### config.mk
export PLATFORM = sky130hd
export DESIGN_NAME = button_debounce_long_press_unit
export DESIGN_NICKNAME = d
export VERILOG_FILES = /design/src/sv/bdlp_pkg.sv /design/src/sv/bdlp_cfg.sv /design/src/sv/bdlp_fsm.sv /design/src/sv/button_debounce_long_press_unit.sv
export SDC_FILE = /design/constraint.sdc
export NUM_CORES = 1
export LEC_CHECK = 0
export ABC_CLOCK_PERIOD_IN_PS = 10300
export BUFFER_PORTS_ARGS = -buffer_cell sky130_fd_sc_hd__buf_2
export CORE_MARGIN = 2
export CORE_UTILIZATION = 56
export DETAILED_ROUTE_END_ITERATION = 8
export GPL_ROUTABILITY_DRIVEN = 1
export PLACE_DENSITY = 0.77
export SLEW_MARGIN = 0
export SYNTH_ARGS = -nofsm -noshare
export SYNTH_HDL_FRONTEND = slang
export SYNTH_SLANG_ARGS = --single-unit
export TNS_END_PERCENT = 30
### constraint.sdc
create_clock -name clk -period 10.3 [get_ports clk]
set_input_delay 2.06 -clock clk [delete_from_list [all_inputs] [get_ports clk]]
set_output_delay 2.06 -clock clk [all_outputs]
set_load 0.02 [all_outputs]
### src/sv/bdlp_pkg.sv
// Types and constants shared by the button debounce and long press unit.
`timescale 1ns / 1ps
`default_nettype none
package bdlp_pkg;

  localparam int unsigned STAMP_W   = 32;
  localparam int unsigned THRESH_W  = 16;
  localparam int unsigned CFG_IDX_W = 8;

  localparam logic [CFG_IDX_W-1:0] REG_DEBOUNCE_MS = 8'd0;
  localparam logic [CFG_IDX_W-1:0] REG_LONG_MS     = 8'd1;

  localparam logic [THRESH_W-1:0] DEBOUNCE_MS_RST = 16'd20;
  localparam logic [THRESH_W-1:0] LONG_MS_RST     = 16'd2000;

  typedef enum logic [1:0] {
    PH_IDLE         = 2'd0,
    PH_DEBOUNCE     = 2'd1,
    PH_WAIT_LONG    = 2'd2,
    PH_WAIT_RELEASE = 2'd3
  } bdlp_phase_t;

  typedef struct packed {
    logic [THRESH_W-1:0] debounce_ms;
    logic [THRESH_W-1:0] long_ms;
  } bdlp_cfg_t;

  typedef struct packed {
    logic        short_press;
    logic        long_press;
    bdlp_phase_t phase;
  } bdlp_result_t;

endpackage
`default_nettype wire

### src/sv/bdlp_cfg.sv
// Configuration register file holding the debounce and long press thresholds.
`timescale 1ns / 1ps
`default_nettype none
module bdlp_cfg (
  input  wire logic                                 clk,
  input  wire logic                                 rst_n,
  input  wire logic                                 wr_en,
  input  wire logic [bdlp_pkg::CFG_IDX_W-1:0]       wr_index,
  input  wire logic [bdlp_pkg::THRESH_W-1:0]        wr_data,
  output bdlp_pkg::bdlp_cfg_t                       cfg
);

  bdlp_pkg::bdlp_cfg_t cfg_r;
  bdlp_pkg::bdlp_cfg_t cfg_nxt;

  always_comb begin
    cfg_nxt = cfg_r;
    if (wr_en) begin
      unique case (wr_index)
        bdlp_pkg::REG_DEBOUNCE_MS: cfg_nxt.debounce_ms = wr_data;
        bdlp_pkg::REG_LONG_MS:     cfg_nxt.long_ms     = wr_data;
        default:                   cfg_nxt             = cfg_r;
      endcase
    end
  end

  always_ff @(posedge clk) begin
    if (!rst_n) begin
      cfg_r.debounce_ms <= bdlp_pkg::DEBOUNCE_MS_RST;
      cfg_r.long_ms     <= bdlp_pkg::LONG_MS_RST;
    end else begin
      cfg_r <= cfg_nxt;
    end
  end

  assign cfg = cfg_r;

endmodule
`default_nettype wire

### src/sv/bdlp_fsm.sv
// Press tracking state machine with start timestamp and elapsed time compares.
`timescale 1ns / 1ps
`default_nettype none
module bdlp_fsm (
  input  wire logic                               clk,
  input  wire logic                               rst_n,
  input  wire logic                               step_en,
  input  wire logic                               button_level,
  input  wire logic [bdlp_pkg::STAMP_W-1:0]       now_ms,
  input  wire bdlp_pkg::bdlp_cfg_t                cfg,
  output bdlp_pkg::bdlp_result_t                  result
);

  bdlp_pkg::bdlp_phase_t            phase_r;
  bdlp_pkg::bdlp_phase_t            phase_nxt;
  logic [bdlp_pkg::STAMP_W-1:0]     stamp_r;
  logic [bdlp_pkg::STAMP_W-1:0]     stamp_nxt;
  logic [bdlp_pkg::STAMP_W-1:0]     elapsed;
  logic                             pressed;
  logic                             debounce_met;
  logic                             long_met;

  assign pressed      = !button_level;
  assign elapsed      = now_ms - stamp_r;
  assign debounce_met = elapsed >= {{(bdlp_pkg::STAMP_W-bdlp_pkg::THRESH_W){1'b0}},
                                    cfg.debounce_ms};
  assign long_met     = elapsed >= {{(bdlp_pkg::STAMP_W-bdlp_pkg::THRESH_W){1'b0}},
                                    cfg.long_ms};

  always_comb begin
    phase_nxt          = phase_r;
    stamp_nxt          = stamp_r;
    result.short_press = 1'b0;
    result.long_press  = 1'b0;
    unique case (phase_r)
      bdlp_pkg::PH_IDLE: begin
        if (pressed) begin
          phase_nxt = bdlp_pkg::PH_DEBOUNCE;
          stamp_nxt = now_ms;
        end
      end
      bdlp_pkg::PH_DEBOUNCE: begin
        // A release here leaves the phase and the start time untouched.
        if (pressed && debounce_met) begin
          phase_nxt = bdlp_pkg::PH_WAIT_LONG;
          stamp_nxt = now_ms;
        end
      end
      bdlp_pkg::PH_WAIT_LONG: begin
        if (!pressed) begin
          result.short_press = 1'b1;
          phase_nxt          = bdlp_pkg::PH_IDLE;
        end else if (long_met) begin
          result.long_press = 1'b1;
          phase_nxt         = bdlp_pkg::PH_WAIT_RELEASE;
          stamp_nxt         = '0;
        end
      end
      bdlp_pkg::PH_WAIT_RELEASE: begin
        if (!pressed) begin
          phase_nxt = bdlp_pkg::PH_IDLE;
        end
      end
      default: begin
        phase_nxt = bdlp_pkg::PH_IDLE;
      end
    endcase
    result.phase = phase_nxt;
  end

  always_ff @(posedge clk) begin
    if (!rst_n) begin
      phase_r <= bdlp_pkg::PH_IDLE;
      stamp_r <= '0;
    end else if (step_en) begin
      phase_r <= phase_nxt;
      stamp_r <= stamp_nxt;
    end
  end

endmodule
`default_nettype wire

### src/sv/button_debounce_long_press_unit.sv
// Top level of the button debounce and long press unit.
// Each input transaction is one poll of an active-low button with a millisecond
// timestamp, and it yields exactly one output transaction carrying the short
// press and long press pulses and the phase after the poll. A poll is captured
// in an input register and stepped through the phase machine into an output
// register; one transaction is taken every cycle while the output side keeps
// up. The phase and start time registers form the feedback loop of the phase
// machine. Thresholds are written over the configuration port (index 0
// debounce time, index 1 long press time); the user must write them only while
// no poll is in flight, which the block itself does not enforce. Other indexes are ignored.
`timescale 1ns / 1ps
`default_nettype none
module button_debounce_long_press_unit (
  input  wire logic                                clk,
  input  wire logic                                rst_n,
  input  wire logic                                in_valid,
  output logic                                     in_ready,
  input  wire logic                                in_button_level,
  input  wire logic [bdlp_pkg::STAMP_W-1:0]        in_now_ms,
  output logic                                     out_valid,
  input  wire logic                                out_ready,
  output logic                                     out_short_press,
  output logic                                     out_long_press,
  output logic [1:0]                               out_button_phase,
  input  wire logic                                cfg_valid,
  output logic                                     cfg_ready,
  input  wire logic [bdlp_pkg::CFG_IDX_W-1:0]      cfg_index,
  input  wire logic [bdlp_pkg::THRESH_W-1:0]       cfg_data
);

  logic                             in_valid_r;
  logic                             level_r;
  logic [bdlp_pkg::STAMP_W-1:0]     now_r;
  logic                             out_valid_r;
  bdlp_pkg::bdlp_result_t           result_r;
  bdlp_pkg::bdlp_result_t           step_result;
  bdlp_pkg::bdlp_cfg_t              cfg;
  logic                             out_free;
  logic                             step_en;
  logic                             in_take;

  assign out_free  = !out_valid_r || out_ready;
  assign step_en   = in_valid_r && out_free;
  assign in_ready  = !in_valid_r || out_free;
  assign in_take   = in_valid && in_ready;
  assign cfg_ready = 1'b1;

  bdlp_cfg u_cfg (
    .clk      (clk),
    .rst_n    (rst_n),
    .wr_en    (cfg_valid && cfg_ready),
    .wr_index (cfg_index),
    .wr_data  (cfg_data),
    .cfg      (cfg)
  );

  bdlp_fsm u_fsm (
    .clk          (clk),
    .rst_n        (rst_n),
    .step_en      (step_en),
    .button_level (level_r),
    .now_ms       (now_r),
    .cfg          (cfg),
    .result       (step_result)
  );

  always_ff @(posedge clk) begin
    if (!rst_n) begin
      in_valid_r  <= 1'b0;
      out_valid_r <= 1'b0;
    end else begin
      if (in_ready) begin
        in_valid_r <= in_valid;
      end
      if (out_free) begin
        out_valid_r <= in_valid_r;
      end
    end
  end

  always_ff @(posedge clk) begin
    if (in_take) begin
      level_r <= in_button_level;
      now_r   <= in_now_ms;
    end
    if (step_en) begin
      result_r <= step_result;
    end
  end

  assign out_valid        = out_valid_r;
  assign out_short_press  = result_r.short_press;
  assign out_long_press   = result_r.long_press;
  assign out_button_phase = result_r.phase;

endmodule
`default_nettype wire

# Word level (Yosys, flattened, before mapping)
# Cells that the tools add are included.
[totals] regBits=105 input_bits=62 elab_cells=51
[classes] add_sub_neg=1 n_lt_le_gt_ge=2 n_eq_ne=8 n_mux=13 n_bitwise=1 reduce_logical=15
[op_table] op="32-bit 2-to-1 mux" n=4
[op_table] op="32-bit case mux with 3 select lines" n=1
[op_table] op="32-bit by 16-bit >= comparator with 1-bit output" n=2
[op_table] op="32-bit subtractor" n=1
[op_table] op="2-bit 2-to-1 mux" n=5
[op_table] op="8-bit by 1-bit equality test with 1-bit output (second input constant)" n=1
[op_table] op="8-bit zero test" n=1
[op_table] op="2-bit case mux with 4 select lines" n=1
[op_table] op="6-bit AND reduction" n=1
[op_table] op="2-bit equality test (second input constant)" n=2
[op_table] op="2-bit by 1-bit inequality test with 1-bit output (second input constant)" n=2
[op_table] op="2-bit inequality test (second input constant)" n=2
[op_table] op="2-bit AND reduction" n=2
[op_table] op="1-bit logical AND" n=3
[op_table] op="1-bit zero test" n=3
[op_table] op="3-bit nonzero test" n=1
[op_table] op="2-bit by 1-bit equality test with 1-bit output (second input constant)" n=1
[op_table] op="2-bit zero test" n=1
[op_table] op="1-bit logical OR" n=2
[op_table] op="1-bit 2-to-1 mux" n=2
[op_table] op="2-bit OR reduction" n=1
[op_table] op="1-bit inverter" n=1

# Logic depth before layout (Yosys ltp)
[depth] depth_word=5 ltp_mapped=20 depth_no_buf=19

# Modules after synthesis
# A second synthesis with hierarchy kept.
[hier_totals] cells_unflattened=759 area_unflattened_um2=6960.4
[by_module_without_submodules] mod="bdlp_fsm" n_inst=1 cells_each=576 area_each_um2=4425.5
[by_module_without_submodules] mod="bdlp_cfg" n_inst=1 cells_each=135 area_each_um2=1308.8
[by_module_without_submodules] mod="button_debounce_long_press_unit" n_inst=1 cells_each=48 area_each_um2=1226.2

# Worst setup path after synthesis
# Ideal clock, no wire load.
[synth_path] path_type="input to output" start="in out_ready" end="out in_ready" arrival_ns=2.431 required_time_ns=8.240 slack_ns=5.809 stages=2 path_buffers=0 path_cell_list="nor2b_1 > nand2_1"
[synth_between] elab_chain_len=2
[synth_rtl] element="start: declaration" line="button_debounce_long_press_unit.sv:21" rtl="input wire logic out_ready,"
[synth_rtl] element="1-bit logical OR" line="button_debounce_long_press_unit.sv:42" rtl="assign out_free = !out_valid_r || out_ready;"
[synth_rtl] element="1-bit logical OR" line="button_debounce_long_press_unit.sv:44" rtl="assign in_ready = !in_valid_r || out_free;"
[synth_rtl] element="end: declaration" line="button_debounce_long_press_unit.sv:17" rtl="output logic in_ready,"
# Every way passes these cells.

# Worst setup path in the final report
[layout_path] start="reg now_r[0] in the netlist's numbering" end="reg u_fsm.stamp_r[5] in the netlist's numbering"
[layout_between] elab_chain_len=5 elab_cells_between_ends=7 cone_classes="add/sub (1); order compare (2); eq/ne (2); reduce/logical (2)"
[layout_rtl] element="start: declaration" line="button_debounce_long_press_unit.sv:33" rtl="logic [bdlp_pkg::STAMP_W-1:0] now_r;"
[layout_rtl] element="start signal: assignment" line="button_debounce_long_press_unit.sv:84" rtl="now_r <= in_now_ms;"
[layout_rtl] element="32-bit subtractor *" line="bdlp_fsm.sv:24" rtl="assign elapsed = now_ms - stamp_r;"
[layout_rtl] element="32-bit by 16-bit >= comparator with 1-bit output" line="bdlp_fsm.sv:25" rtl="assign debounce_met = elapsed >= {{(bdlp_pkg::STAMP_W-bdlp_pkg::THRESH_W){1'b0}},"
[layout_rtl] element="1-bit logical AND" line="bdlp_fsm.sv:44" rtl="if (pressed && debounce_met) begin"
[layout_rtl] element="2-bit by 1-bit inequality test with 1-bit output (no source line)"
[layout_rtl] element="6-bit AND reduction (no source line) *"
[layout_rtl] element="end signal: assignment" line="bdlp_fsm.sv:77" rtl="stamp_r <= stamp_nxt;"
[layout_rtl] element="end: declaration" line="bdlp_fsm.sv:16" rtl="logic [bdlp_pkg::STAMP_W-1:0] stamp_r;"
# Mark *: on every way between the ends. The rest lies on a longest branch, timed or not.
# A chain may end at the register's enable or synchronous reset.

==> results.md <==
* Power per Cell Area at roughly 140 nW/um^2
* DR iter-0 viols at 294
* Fin. max-slew vios at 0
* Lkg Pwr at approximately 3.3 nW
* RD Place Congestion at between 0.9 and 1
* Reg-to-Reg Start: now_r[0]
* Total GRT Usage at 22.2%
* Cell Rows at 41
* Maximum fanout along the worst path at 32
* Hold Violations, Final at 0
* Largest net degree at the start of global routing at between 100 and 150
* DRT Pass-1 Iters at 4
* CTS Buf Count at 9
* Most frequent cells in the layout: nand2_1, inv_1, dfxtp_1, ha_1, buf_2
* Hold Path End: u_fsm.stamp_r[2]
* H-Tree Depth at 3
* Postcts setup bufs at 0
* DP Area at between 7000 and 8000 um^2
* WS Path Type: reg -> reg
* Post-Syn Area at a little over 7000 um^2
* Internal power at roughly 0.76 mW
* Max-cap violations at 0
* Warnings from Yosys at 0
* Fin crit share at between 40% and 50%
* Max Fclk at 0.204 GHz
* Reg2Reg Depth at 18
* Die ar. at approximately 14,000 um^2
* Psw at just under 0.3 mW
* Port bufs at 67
* Status: finished clean
* Max VDD drop at 0.0851 mV
* Slew margin rel. at a little over a quarter
* First-pass GRT wire length at roughly 25,000 um
* Synth area leader: dfxtp_1
* Post-DP HPWL at between 10,000 and 15,000 um
* Number of diodes at 0
* Root Driver: clkbuf_16
* RSZ-0062 raised after global routing: no
* Syn Inst Count at 764
* Fillcell total at approximately 1,100
* Register bit total from synthesis at 105
* Logic gate share of total power at between 20% and 30%
* Die Wd at between 100 and 150 um
* Reg-to-reg slack, setup at between 5000 and 6000 ps
* CTS Hold Buffers Added at 0
* Synthesized net count at slightly below 900
* Setup crit start kind: register
* Post_cts resized at 0
* Vias at 5,558
* Slowest stage delay, CP at between 800 and 900 ps
* Sequential area share after synthesis at approximately a third
* Via density per instance at ~5.6
* Number of I/O pins at slightly below 70
* Final net count at 942
* Critical path cell sequence: inv_1, ha_1, fa_1, nand2b_1, a21oi_1, nor2_1, o21ai_0, a31oi_1, xnor2_1, ha_1, a21o_1, a21oi_1, o21ai_0, nor4_1, o2bb2ai_1, a22o_2, a31o_2, mux2i_1
* Max Root-Sink Buffers at 2
* Layout cell share with drive strength beyond 1 at between 10% and 20%
* Worst R2R End: u_fsm.stamp_r[5]
* Final ANT Viol Nets at 0
* Commonest non-fill, non-tap cell in the layout: nand2_1
* Core ar. at ~13,000 um^2
* Initial antenna violation count at 0
* Aggregate global routing overflow at 0
* Latest clock arrival within the worst-skew pair at 350 ps
* Hold Startpoint: u_fsm.stamp_r[2]
* Sink Count at 105
* Switching Share at ~28%
* Crit end category: register
* Top post-synthesis cells by area: dfxtp_1, edfxtp_1, ha_1
* Fin Clk Skew at ~5.4 ps
* Setup-failing EPs final at 0
* Clock power share at 34.5%
* Top_reg_cell synth: dfxtp_1
* Clock Pin Slew Worst Setup and Hold Paths at roughly 70 ps
* Cell variety after synth at between 80 and 90
* Final instance area at between 7000 and 8000 um^2
* Worst EP required at ~11,000 ps
* Share of power burned in registers at between 40% and 50%
* Tmin final at roughly 4900 ps
* DRC viols at 0
* CP Data Arrival Time at 5170 ps
* Setup TNS at 0 ps
* Synthesis-to-layout area growth at 7.55%
* HP Class: reg -> reg
* Worst path slowest cell: a31o_2
* Mapped Avg Cell Area at approximately 9.5 um^2
* Final wirelength at ~15,000 um
* Worst Tran Pin Value at around 1100 ps
* Initial Utilization at a little under three fifths
* Die height at roughly 120 um
* Hold depth at 2
* Post-synthesis async set-or-reset flop share at 0%
* DR WL/cell at approximately 15 um
* Share of the synthesized area in the top cell type at between 10% and 20%
* CTS tree: yes
* Vias in the first global route at roughly 5,400
* Post-synth EDFFs at 37
[layer usage]
metal	vias to the layer above	share of wire (%)	GRT usage, %
met5	-	0	0
met4	0	1.6	7.98
met3	19	3.9	3.68
met2	104	46	36.2
met1	2604	48	29.8
li1	2831	-	-
[power groups by stage]
stage | registers (mW) | logic, mW | clock network (mW)
floorplan | 0.461 | 0.189 | 0
global placement | 0.462 | 0.228 | 0
detailed placement | 0.462 | 0.237 | 0
CTS | 0.453 | 0.238 | 0.375
global route | 0.455 | 0.269 | 0.389
finish | 0.453 | 0.239 | 0.365
[stage by stage]
| stage | std cells | util [%] | total power [mW] | setup slack [ps] | hold WS [ps] |
|---|---|---|---|---|---|
| after floorplan | 764 | - | 0.650 | 5810 | 438 |
| after global placement | 973 | 59.2 | 0.690 | 5640 | 444 |
| after detailed placement | 973 | 59.2 | 0.699 | 5410 | 452 |
| after CTS | 989 | 61.8 | 1.07 | 5390 | 462 |
| after global routing | 989 | 61.8 | 1.11 | 5020 | 485 |
| final | 989 | 61.8 | 1.06 | 5400 | 459 |
[cells in the mapped netlist, types with 21 or more instances]
| cell type | instances |
|---|---|
| edfxtp_1 | 37 |
| nand3b_1 | 34 |
| a21o_1 | 21 |
| nor2b_1 | 30 |
| dfxtp_1 | 68 |
| mux2i_1 | 65 |
| a21oi_1 | 37 |
| inv_1 | 71 |
| ha_1 | 67 |
| nand2_1 | 79 |
| o21ai_0 | 22 |
| nor2_1 | 22 |
[final cells by class]
type	count	area [um^2]	area share [%]
tap	172	215	2.75
clock buffer	12	279	3.56
inverter	71	267	3.40
timing repair buffer	69	350	4.48
multi-input combinational	556	4200	53.6
clock inverter	4	45.0	0.575
sequential	105	2470	31.6
[cells by family after synthesis]
| logic type | count (synthesis) | share of synthesized area [%] |
|---|---|---|
| AND/OR/NAND/NOR | 240 | 18.2 |
| AO/OA/AOI/OAI | 163 | 16.4 |
| XOR/XNOR | 19 | 2.29 |
| adder cells (fa/ha/maj) | 68 | 11.8 |
| flip-flops | 105 | 34.0 |
| buffers and inverters | 103 | 8.37 |
| multiplexers | 65 | 8.94 |
| other | 1 | 0.0515 |
[state kept, by name, indices dropped and copies added, names as in the netlist]
name / flops
now_r: 32
u_cfg.cfg: 32
u_fsm.stamp_r: 32
out_button_phase: 2
u_fsm.phase_r: 2
in_valid_r: 1
level_r: 1
out_long_press: 1
out_short_press: 1
out_valid: 1
[worst max-delay path by stage]
stage                         start  cells after the start           endpoint  slack (ps)
after global routing       now_r[0]                     18  u_fsm.stamp_r[19]        5020
after detailed placement   now_r[0]                     18  u_fsm.stamp_r[12]        5410
after floorplan           out_ready                      2           in_ready        5810
after global placement    out_ready                      4           in_ready        5640
after CTS                  now_r[0]                     18  u_fsm.stamp_r[19]        5390
final                      now_r[0]                     18   u_fsm.stamp_r[5]        5400
[critical path, delay by kind of cell, from the launching register on]
family | cells | cell delay [ps]
AOI/OAI and AO/OA | 9 | 2360
xor gates and xnor gates | 1 | 290
adders and majority gates | 3 | 930
buffers and inverters | 1 | 50
DFF | 1 | 350
muxes | 1 | 280
and+or+nand+nor | 3 | 510
Power figures use the tool's default switching activity.
